`config.mk`:
```
export PLATFORM = sky130hd
export DESIGN_NAME = event_mask_action_dispatcher_top
export DESIGN_NICKNAME = d
export VERILOG_FILES = /design/src/emad_pkg.sv /design/src/emad_ctrl.sv /design/src/emad_dpath.sv /design/src/event_mask_action_dispatcher_top.sv
export SDC_FILE = /design/constraint.sdc
export NUM_CORES = 1
export LEC_CHECK = 0
export ABC_AREA = 0
export BUFFER_PORTS_ARGS = -buffer_cell sky130_fd_sc_hd__buf_2
export CORE_MARGIN = 2
export CORE_UTILIZATION = 52
export CTS_BUF_LIST = sky130_fd_sc_hd__clkbuf_8
export CTS_CLUSTER_DIAMETER = 50
export CTS_CLUSTER_SIZE = 8
export DETAILED_ROUTE_END_ITERATION = 8
export MAX_ROUTING_LAYER = met4
export PLACE_DENSITY = 0.7
export SLEW_MARGIN = 15
export SYNTH_ARGS = -nofsm -noshare
export SYNTH_HDL_FRONTEND = slang
export SYNTH_HIERARCHICAL = 1
export SYNTH_SLANG_ARGS = --single-unit
```
`constraint.sdc`:
```
create_clock -name clock -period 4.4 [get_ports clock]
set_clock_uncertainty 0.15 [all_clocks]
set_input_delay 0.66 -clock clock [delete_from_list [all_inputs] [get_ports clock]]
set_output_delay 0.66 -clock clock [all_outputs]
set_load 0.05 [all_outputs]
```
`src/emad_pkg.sv`:
```
// types and constants shared by the event mask action dispatcher modules
package emad_pkg;

   localparam int MASK_W      = 16;
   localparam int POLICY_W    = 4;
   localparam int USE_W       = 3;
   localparam int EVENT_NUM_W = 4;
   localparam int BIND_W      = 2;
   localparam int CSR_IDX_W   = 3;
   localparam int CSR_DATA_W  = 16;
   localparam int MASK_REGS   = 4;

   localparam logic [CSR_IDX_W-1:0] CSR_MASK0  = 3'd0;
   localparam logic [CSR_IDX_W-1:0] CSR_MASK1  = 3'd1;
   localparam logic [CSR_IDX_W-1:0] CSR_MASK2  = 3'd2;
   localparam logic [CSR_IDX_W-1:0] CSR_MASK3  = 3'd3;
   localparam logic [CSR_IDX_W-1:0] CSR_POLICY = 3'd4;
   localparam logic [CSR_IDX_W-1:0] CSR_IN_USE = 3'd5;

   localparam logic REQ_TRIGGER = 1'b0;
   localparam logic REQ_LOOP    = 1'b1;

   typedef struct packed {
      logic              trig;
      logic              start;
      logic              test;
      logic [BIND_W-1:0] bind_sel;
      logic              rd;
      logic              load;
   } emad_cmd_type;

   typedef struct packed {
      logic [USE_W-1:0] n_active;
      logic             out_free;
   } emad_stat_type;

endpackage

```
`src/emad_ctrl.sv`:
```
// controller state machine: sequences trigger beats and loop steps
module emad_ctrl
   import emad_pkg::*;
(
   input  logic          clock,
   input  logic          reset,
   input  logic          req_valid,
   output logic          req_ready,
   input  logic          req_type,
   input  emad_stat_type stat,
   output emad_cmd_type  cmd
);

   localparam logic [1:0] ST_IDLE = 2'd0;
   localparam logic [1:0] ST_TEST = 2'd1;
   localparam logic [1:0] ST_READ = 2'd2;
   localparam logic [1:0] ST_LOAD = 2'd3;

   logic [1:0]       state_ff, state_in;
   logic [USE_W-1:0] bind_ff, bind_in;
   logic             accept;

   assign req_ready = (state_ff == ST_IDLE);
   assign accept    = req_valid && req_ready;

   always_comb begin
      state_in     = state_ff;
      bind_in      = bind_ff;
      cmd          = '0;
      cmd.bind_sel = bind_ff[BIND_W-1:0];
      case (state_ff)
         ST_IDLE: begin
            if (accept) begin
               if (req_type == REQ_TRIGGER) begin
                  cmd.trig = 1'b1;
               end else begin
                  cmd.start = 1'b1;
                  bind_in   = '0;
                  state_in  = (stat.n_active == '0) ? ST_READ : ST_TEST;
               end
            end
         end
         ST_TEST: begin
            cmd.test = 1'b1;
            bind_in  = USE_W'(bind_ff + 3'd1);
            if (bind_in == stat.n_active) begin
               state_in = ST_READ;
            end
         end
         ST_READ: begin
            cmd.rd   = 1'b1;
            state_in = ST_LOAD;
         end
         ST_LOAD: begin
            if (stat.out_free) begin
               cmd.load = 1'b1;
               state_in = ST_IDLE;
            end
         end
         default: begin
            state_in = ST_IDLE;
         end
      endcase
   end

   always_ff @(posedge clock) begin
      if (reset) begin
         state_ff <= ST_IDLE;
         bind_ff  <= '0;
      end else begin
         state_ff <= state_in;
         bind_ff  <= bind_in;
      end
   end

endmodule

```
`src/emad_dpath.sv`:
```
// datapath: registers, pending vector, binding test, action queue and result register
module emad_dpath
   import emad_pkg::*;
#(
   parameter int EVENT_BITS   = 16,
   parameter int NUM_BINDINGS = 4,
   parameter int QUEUE_DEPTH  = 8
) (
   input  logic                   clock,
   input  logic                   reset,
   input  logic                   csr_write,
   input  logic [CSR_IDX_W-1:0]   csr_index,
   input  logic [CSR_DATA_W-1:0]  csr_data,
   input  logic [EVENT_NUM_W-1:0] req_event_number,
   input  emad_cmd_type           cmd,
   output emad_stat_type          stat,
   output logic                   rsp_valid,
   input  logic                   rsp_ready,
   output logic                   rsp_action_valid,
   output logic [BIND_W-1:0]      rsp_action_binding,
   output logic                   rsp_queue_overflow
);

   localparam int PTR_W = $clog2(QUEUE_DEPTH);
   localparam int CNT_W = $clog2(QUEUE_DEPTH + 1);
   localparam logic [PTR_W-1:0] PTR_LAST = PTR_W'(QUEUE_DEPTH - 1);
   localparam logic [CNT_W-1:0] CNT_FULL = CNT_W'(QUEUE_DEPTH);

   logic [MASK_W-1:0]     mask_ff [MASK_REGS];
   logic [MASK_W-1:0]     mask_in [MASK_REGS];
   logic [POLICY_W-1:0]   policy_ff, policy_in;
   logic [USE_W-1:0]      use_ff, use_in;
   logic [EVENT_BITS-1:0] pend_ff, pend_in;
   logic [PTR_W-1:0]      head_ff, head_in, tail_ff, tail_in;
   logic [CNT_W-1:0]      count_ff, count_in;
   logic                  ovf_ff, ovf_in;
   logic                  out_valid_ff, out_valid_in;
   logic                  out_act_ff, out_act_in;
   logic [BIND_W-1:0]     out_bind_ff, out_bind_in;
   logic                  out_ovf_ff, out_ovf_in;
   logic [BIND_W-1:0]     queue_ff [QUEUE_DEPTH];
   logic [BIND_W-1:0]     queue_rd_ff;
   logic [EVENT_BITS-1:0] mask_ext, hit;
   logic                  fire, push;

   assign mask_ext = EVENT_BITS'(mask_ff[cmd.bind_sel]);
   assign hit      = pend_ff & mask_ext;
   assign fire     = policy_ff[cmd.bind_sel] ? (hit == mask_ext) : (hit != '0);
   assign push     = cmd.test && fire && (count_ff != CNT_FULL);

   assign stat.n_active = (use_ff > USE_W'(NUM_BINDINGS)) ? USE_W'(NUM_BINDINGS) : use_ff;
   assign stat.out_free = !out_valid_ff || rsp_ready;

   always_comb begin
      mask_in      = mask_ff;
      policy_in    = policy_ff;
      use_in       = use_ff;
      pend_in      = pend_ff;
      head_in      = head_ff;
      tail_in      = tail_ff;
      count_in     = count_ff;
      ovf_in       = ovf_ff;
      out_valid_in = out_valid_ff;
      out_act_in   = out_act_ff;
      out_bind_in  = out_bind_ff;
      out_ovf_in   = out_ovf_ff;

      if (csr_write) begin
         case (csr_index)
            CSR_MASK0:  mask_in[0] = csr_data;
            CSR_MASK1:  mask_in[1] = csr_data;
            CSR_MASK2:  mask_in[2] = csr_data;
            CSR_MASK3:  mask_in[3] = csr_data;
            CSR_POLICY: policy_in  = csr_data[POLICY_W-1:0];
            CSR_IN_USE: use_in     = csr_data[USE_W-1:0];
            default:    ;
         endcase
      end

      // events beyond the vector are dropped
      if (cmd.trig && (int'(req_event_number) < EVENT_BITS)) begin
         pend_in = pend_ff | (EVENT_BITS'(1) << req_event_number);
      end

      if (cmd.start) begin
         ovf_in = 1'b0;
      end

      if (cmd.test && fire) begin
         pend_in = pend_ff & ~mask_ext;
         if (push) begin
            tail_in  = (tail_ff == PTR_LAST) ? '0 : PTR_W'(tail_ff + 1'b1);
            count_in = CNT_W'(count_ff + 1'b1);
         end else begin
            ovf_in = 1'b1;
         end
      end

      if (rsp_valid && rsp_ready) begin
         out_valid_in = 1'b0;
      end

      if (cmd.load) begin
         out_valid_in = 1'b1;
         out_act_in   = (count_ff != '0);
         out_bind_in  = (count_ff != '0) ? queue_rd_ff : '0;
         out_ovf_in   = ovf_ff;
         if (count_ff != '0) begin
            head_in  = (head_ff == PTR_LAST) ? '0 : PTR_W'(head_ff + 1'b1);
            count_in = CNT_W'(count_ff - 1'b1);
         end
      end
   end

   always_ff @(posedge clock) begin
      if (reset) begin
         for (int i = 0; i < MASK_REGS; i++) begin
            mask_ff[i] <= '0;
         end
         policy_ff    <= '0;
         use_ff       <= '0;
         pend_ff      <= '0;
         head_ff      <= '0;
         tail_ff      <= '0;
         count_ff     <= '0;
         ovf_ff       <= 1'b0;
         out_valid_ff <= 1'b0;
      end else begin
         mask_ff      <= mask_in;
         policy_ff    <= policy_in;
         use_ff       <= use_in;
         pend_ff      <= pend_in;
         head_ff      <= head_in;
         tail_ff      <= tail_in;
         count_ff     <= count_in;
         ovf_ff       <= ovf_in;
         out_valid_ff <= out_valid_in;
      end
   end

   always_ff @(posedge clock) begin
      out_act_ff  <= out_act_in;
      out_bind_ff <= out_bind_in;
      out_ovf_ff  <= out_ovf_in;
   end

   // action queue storage, registered read
   always_ff @(posedge clock) begin
      if (push) begin
         queue_ff[tail_ff] <= cmd.bind_sel;
      end
      if (cmd.rd) begin
         queue_rd_ff <= queue_ff[head_ff];
      end
   end

   assign rsp_valid          = out_valid_ff;
   assign rsp_action_valid   = out_act_ff;
   assign rsp_action_binding = out_bind_ff;
   assign rsp_queue_overflow = out_ovf_ff;

endmodule

```
`src/event_mask_action_dispatcher_top.sv`:
```
// Event mask action dispatcher: pending events, mask bindings, action queue.
// Request channel (req_*): a trigger beat sets one pending event bit; a loop
// beat tests the active bindings in index order, queues the index of each
// binding that fires and clears the pending bits under its mask, then pops
// one queued index. Response channel (rsp_*): one beat per loop step
// carrying the popped index, whether the queue held one, and whether any
// push of that step was dropped. A trigger gives no response beat.
// A loop step runs from acceptance through the test of each of the n active
// bindings, n being bindings_in_use capped at NUM_BINDINGS, one at a time in
// the shared compare unit, then the queue memory read, then the load of the
// result register. Requests are taken only in the idle state, so steps are
// handled one at a time. The result register parts the two channels:
// a new request is taken while a result waits; a loop step that finishes
// while the receiver stalls holds in its last cycle until the result
// register frees. The user must write configuration (csr_*) only while
// the block is idle; the block does not enforce it. Synchronous reset
// clears configuration, pending events, queue state and overflow flag.
module event_mask_action_dispatcher_top
   import emad_pkg::*;
#(
   parameter int EVENT_BITS   = 16,
   parameter int NUM_BINDINGS = 4,
   parameter int QUEUE_DEPTH  = 8
) (
   input  logic                   clock,
   input  logic                   reset,
   input  logic                   csr_write,
   input  logic [CSR_IDX_W-1:0]   csr_index,
   input  logic [CSR_DATA_W-1:0]  csr_data,
   input  logic                   req_valid,
   output logic                   req_ready,
   input  logic                   req_type,
   input  logic [EVENT_NUM_W-1:0] req_event_number,
   output logic                   rsp_valid,
   input  logic                   rsp_ready,
   output logic                   rsp_action_valid,
   output logic [BIND_W-1:0]      rsp_action_binding,
   output logic                   rsp_queue_overflow
);

   emad_cmd_type  cmd;
   emad_stat_type stat;

   emad_ctrl u_ctrl (
      .clock     (clock),
      .reset     (reset),
      .req_valid (req_valid),
      .req_ready (req_ready),
      .req_type  (req_type),
      .stat      (stat),
      .cmd       (cmd)
   );

   emad_dpath #(
      .EVENT_BITS   (EVENT_BITS),
      .NUM_BINDINGS (NUM_BINDINGS),
      .QUEUE_DEPTH  (QUEUE_DEPTH)
   ) u_dpath (
      .clock              (clock),
      .reset              (reset),
      .csr_write          (csr_write),
      .csr_index          (csr_index),
      .csr_data           (csr_data),
      .req_event_number   (req_event_number),
      .cmd                (cmd),
      .stat               (stat),
      .rsp_valid          (rsp_valid),
      .rsp_ready          (rsp_ready),
      .rsp_action_valid   (rsp_action_valid),
      .rsp_action_binding (rsp_action_binding),
      .rsp_queue_overflow (rsp_queue_overflow)
   );

endmodule
```
* Word level (Yosys, flattened, before mapping) *
Memories as Yosys holds them, arrays and structs flattened. A register that Yosys moved wholly into a read port is not among the register bits.
Index checks and enable logic that the tools add are counted.

word-level totals
  bits in registers = 108
  bits in latches = 0
  memory bits (writable) = 16
  memory bits (read-only) = 0
  output and inout port bits = 6
  memories = 1

cells by class
  add/subtract/negate cells = 5
  $mul = 0
  div/mod/pow operators = 0
  magnitude comparators = 3
  equality and inequality tests = 17
  shift operators = 1
  multiplexer cells = 39
  bitwise gates (word level) = 5
  reductions and logical operators = 24

memory list
  memory            depth  bits a word  read ports  clocked after Yosys merged registers in  write ports  RTL line          text
  u_dpath.queue_ff  8      2            1           1                                        1            emad_dpath.sv:41  logic [BIND_W-1:0] queue_ff [QUEUE_DEPTH];

operators with widths
  cell                  number
  $mux 16               4
  $and 16x16->16        2
  $bmux 16 s2           1
  $eq 16x16->1          1
  $mux 4                4
  $not 16->16           1
  $or 16x16->16         1
  $reduce_and 2->1      8
  $reduce_bool 16->1    1
  $shl 1x4->16 const A  1
  $mux 1                15
  $mux 3                5
  $mux 2                7
  $eq 3x3->1 const B    4
  $add 3x1->3 const B   3
  $pmux 2 s4            1
  $eq 3x2->1 const B    2
  $logic_not 3->1       2
  $ne 2x2->1 const B    3
  $pmux 3 s2            1
  $reduce_bool 2->1     3
  $add 4x1->4 const B   1
  $eq 2x2->1 const B    2
  $logic_and 1x1->1     4
  17 further kinds      17

* Longest topological paths before layout *
  depth after elaboration = 13
  gate-level depth with buffers = 12
  gate-level depth less buffers = 8

* Hierarchy *
Netlist, hierarchy kept.

by module, submodules not included
  module      instances  cells an instance  area each (um^2)  seq. area each (um^2)
  emad_dpath  1          644                5790.6            2642.5
  emad_ctrl   1          45                 404.1             100.1

* Worst setup path after synthesis *
OpenSTA, ideal clock, no wires.

  path type = register -> register
  start point = register u_ctrl.bind_ff[1]
  end point = memory u_dpath.queue_ff[0][0] (enable)
  setup time = 0.349 ns
  data arrival time = 2.676 ns
  setup slack = 1.225 ns
  stages on the path, launching flop included = 11
  path buffers = 3
  clock period less this slack = 3.175 ns
  cells stage by stage = dfxtp_1 buf_4 buf_6 buf_2 mux2i_1 o32ai_1 a2111oi_2 nand4_1 o32ai_4 nand3_4 nor4_1

between the ends
  longest elaborated chain between the ends = 11
  elaborated cells between the ends (all ways) = 14
  those cells by class = eq/ne: 1; mux: 8; bitwise: 2; reduce/logical: 3

ends and longest elaborated chain
  element                                                    RTL line           text
  start: declaration                                         emad_ctrl.sv:20    logic [USE_W-1:0] bind_ff, bind_in;
  start signal: assignment                                   emad_ctrl.sv:72    bind_ff <= bind_in;
  $not 2->3 (not written as such)                            emad_dpath.sv:46   assign mask_ext = EVENT_BITS'(mask_ff[cmd.bind_sel]);
  $bmux 16 s2                                                emad_dpath.sv:46
  $mux 16 (not written as such) (2 in a row)                 emad_dpath.sv:46
  $and 16x16->16                                             emad_dpath.sv:47   assign hit = pend_ff & mask_ext;
  $eq 16x16->1 / $reduce_bool 16->1 (equally long branches)  emad_dpath.sv:48   assign fire = policy_ff[cmd.bind_sel] ? (hit == mask_ext) : (hit != '0);
  $mux 1 (*)                                                 emad_dpath.sv:48
  $logic_and 1x1->1 (*) (2 in a row)                         emad_dpath.sv:49   assign push = cmd.test && fire && (count_ff != CNT_FULL);
  $mux 1 (*)                                                 emad_dpath.sv:149  if (push) begin
  $mux 1 (not written as such) (*)                           emad_dpath.sv:150  queue_ff[tail_ff] <= cmd.bind_sel;
  end: declaration                                           emad_dpath.sv:41

Every way passes the cells marked *; elsewhere a longest branch is shown, timed or not. The select of a mux whose other input is x is not followed.

* Worst setup path in the final report *
Ends and elaborated chain as after synthesis.

==> metrics.cfg <==
[outcome]
status = complete, but fails checks
violations = DRC

[setup_path]
cp-start-kind = flop
critPathArrivalTime_ns = 3.55
reg2reg_to = u_dpath/queue_ff[0][0]
required_ns = 4.34
crit_fanout = 15
reg2reg_from = u_ctrl/bind_ff[1]
r2r_cells = 8
endpoint_kind = flop
path_class = reg -> reg
reg2reg_slack_ns = 0.79

[logic_synthesis]
yosysUniqueCellTypes = 60
synth_area_leader_cell = dfxtp_1
yosys_warnings = 6
synth_seq_cells = 126
async_reset_ff_frac = 0
syn_nets = 729
synthCells = 689
synth-edff-count = 22
synth.top_cell.area_share = 0.336
netlist_area_mm2 = 0.00619
seq_area_frac_synth = 0.443
synth_flop_cell = dfxtp_1
syn-mean-instance-area_um2 = 8.99
synthTopCellsByArea = dfxtp_1, edfxtp_1, nand2_1

[drt]
dr.pass1.iters = 7
antenna_left = 0
drt_iter0_markers = 534
num_vias = 5080
wire_per_inst_um = 17.9
viasPerCell = 5.90
wl_mm = 15.4
post-route-drc-count = 1

[place]
port_buffers = 34
gp_congestion = 0.898
dp_hpwl_mm = 10.6

[global_route]
grt_first_pass_wirelength_mm = 25.0
grt_pass1_vias = 4890
antenna_found_initial = 0
grt_util_all_layers = 0.259
grt-ovfl-total = 0
grt_max_degree = 67

[cts]
post-cts-setup-buffers = 0
cts_buffers = 17
cts_buffer_depth = 2
clock_sinks = 126
cts_root_buffer = clkbuf_8
cts_tree = built
htreeDepth = 4
clk_latency_ns = 0.45
cts_resized = 0
hold_buffers = 0
cts.clk_slew.worst_paths_ns = 0.07

[finish]
syn_to_final_growth_pct = 10.7
mostFrequentLayoutCells = nand2_1, dfxtp_1, a21oi_1
antenna_cells = 0
nets = 745
drive_above_1_share = 0.150
layout_commonest_cell = nand2_1
fill_cells = 1002

[timing]
report.final.slew_viol_count = 0
rsz0062_at_grt = false
timing.fmax_mhz = 277
whs_ns = 0.300
finalHoldViolCount = 0
setup_viol = 0
tightestPinTransition_ns = 0.900
setup_tns_ns = 0
period_needed_ns = 3.61
fin_crit_sh = 0.820
maxSlewHeadroom = 0.399

[worst_hold_path]
hp-class = reg -> reg
hp-start = u_dpath/ovf_ff
hold_depth = 0
worst_hold_path.endpoint = u_dpath/rsp_queue_overflow

[floorplan]
die_x_um = 113
initial_core_util = 0.538
die-height_um = 113
rows = 39
fp.coreArea_mm2 = 0.0115
dieArea_mm2 = 0.0128
pin_count = 35

[power]
pwr_density_cell_mw_per_mm2 = 413
p_leak_nw = 2.38
ir_worst_vdd_uv = 260
totalPowerFinal_w = 0.00283

[job]
drv_cap = 0

==> state kept, by name, indices dropped and copies added (netlist names), 2 cells and up <==
| register | count |
|---|---|
| u_dpath/mask_ff | 64 |
| u_dpath/pend_ff | 16 |
| u_dpath/queue_ff | 16 |
| u_dpath/count_ff | 4 |
| u_dpath/policy_ff | 4 |
| u_ctrl/bind_ff | 3 |
| u_dpath/head_ff | 3 |
| u_dpath/tail_ff | 3 |
| u_dpath/use_ff | 3 |
| u_ctrl/state_ff | 2 |
| u_dpath/queue_rd_ff | 2 |
| u_dpath/rsp_action_binding | 2 |
==> critical path, cell delays in order, from the launching register on <==
cell and delay, ns:
dfxtp_2 0.34, buf_4 0.27, mux4_2 0.57, nor2b_1 0.16
a2111oi_2 0.34, nand4_1 0.25, o32ai_4 0.54, nand3_4 0.21
nor4_1 0.41
==> worst max-delay path by stage <==
stage	from	end	slack, ns	cells after the start
finish	u_ctrl/bind_ff[1]	u_dpath/queue_ff[0][0]	0.79	8
global route	u_ctrl/bind_ff[0]	u_dpath/queue_ff[0][0]	0.56	7
CTS	u_ctrl/bind_ff[1]	u_dpath/queue_ff[0][0]	0.80	8
detailed placement	u_ctrl/bind_ff[1]	u_dpath/queue_ff[0][0]	0.81	8
global placement	u_ctrl/bind_ff[1]	u_dpath/queue_ff[0][0]	1.01	8
floorplan	u_ctrl/bind_ff[1]	u_dpath/queue_ff[0][0]	1.23	10
==> report_power, final <==
part           switching, W  total, W  internal [W]  leakage (nW)
clock network      0.000475   0.00117      0.000690         0.230
logic              0.000275  0.000413      0.000138          1.10
registers         0.0000394   0.00125       0.00121          1.04
total              0.000789   0.00283       0.00204          2.38
==> cells in the mapped netlist (5+ instances only) <==
master,number
nor2_1,37
nand2_1,147
inv_1,18
clkbuf_1,32
nor3b_1,5
nand3_1,17
nor4_1,6
o22ai_1,7
a21oi_1,87
mux4_2,11
nand2b_1,24
buf_2,5
a2bb2oi_2,10
and2_1,7
mux2i_1,37
ha_1,11
nor3_1,18
edfxtp_1,22
nand4_1,9
dfxtp_1,104
nor2b_1,12
==> per-stage QoR <==
step | cells | utilization | instance area [µm²] | worst slack (ns)
4_1_cts | 861 | 0.595 | 6860 | 0.799
6_report | 861 | 0.595 | 6860 | 0.790
5_1_grt | 861 | 0.595 | 6860 | 0.557
2_1_floorplan | 689 | - | 6190 | 1.23
3_3_place_gp | 829 | 0.555 | 6400 | 1.01
3_5_place_dp | 829 | 0.555 | 6400 | 0.813
==> per-layer routing <==
layer / share of wire / global-route usage / up-vias
li1: - / - / 2455
met5: 0 / - / -
met1: 0.47 / 0.355 / 2443
met4: 0.0079 / 0.0772 / 0
met2: 0.46 / 0.379 / 174
met3: 0.064 / 0.0648 / 8
==> final cells by class <==
type	instances	area [µm²]	share of cell area
Sequential cell	126	2750	0.400
Inverter	18	67.6	0.00985
Multi-Input combinational cell	502	3190	0.465
Timing Repair Buffer	40	218	0.0318
Clock buffer	18	248	0.0361
Tap cell	143	179	0.0261
Clock inverter	14	213	0.0310
==> cells by family (layout without fill, tap and decap cells) <==
kind of cell               count (synthesis)  after routing  share of synthesized area
AOI/OAI and AO/OA                        138            138                      0.153
muxes                                     52             52                      0.107
adders and majority gates                 11             11                     0.0222
and+or+nand+nor                          297            297                      0.224
DFF                                      126            126                      0.443
buffers and inverters                     61             90                     0.0428
xor gates and xnor gates                   4              4                    0.00808
(Power assumes the default switching activity.)
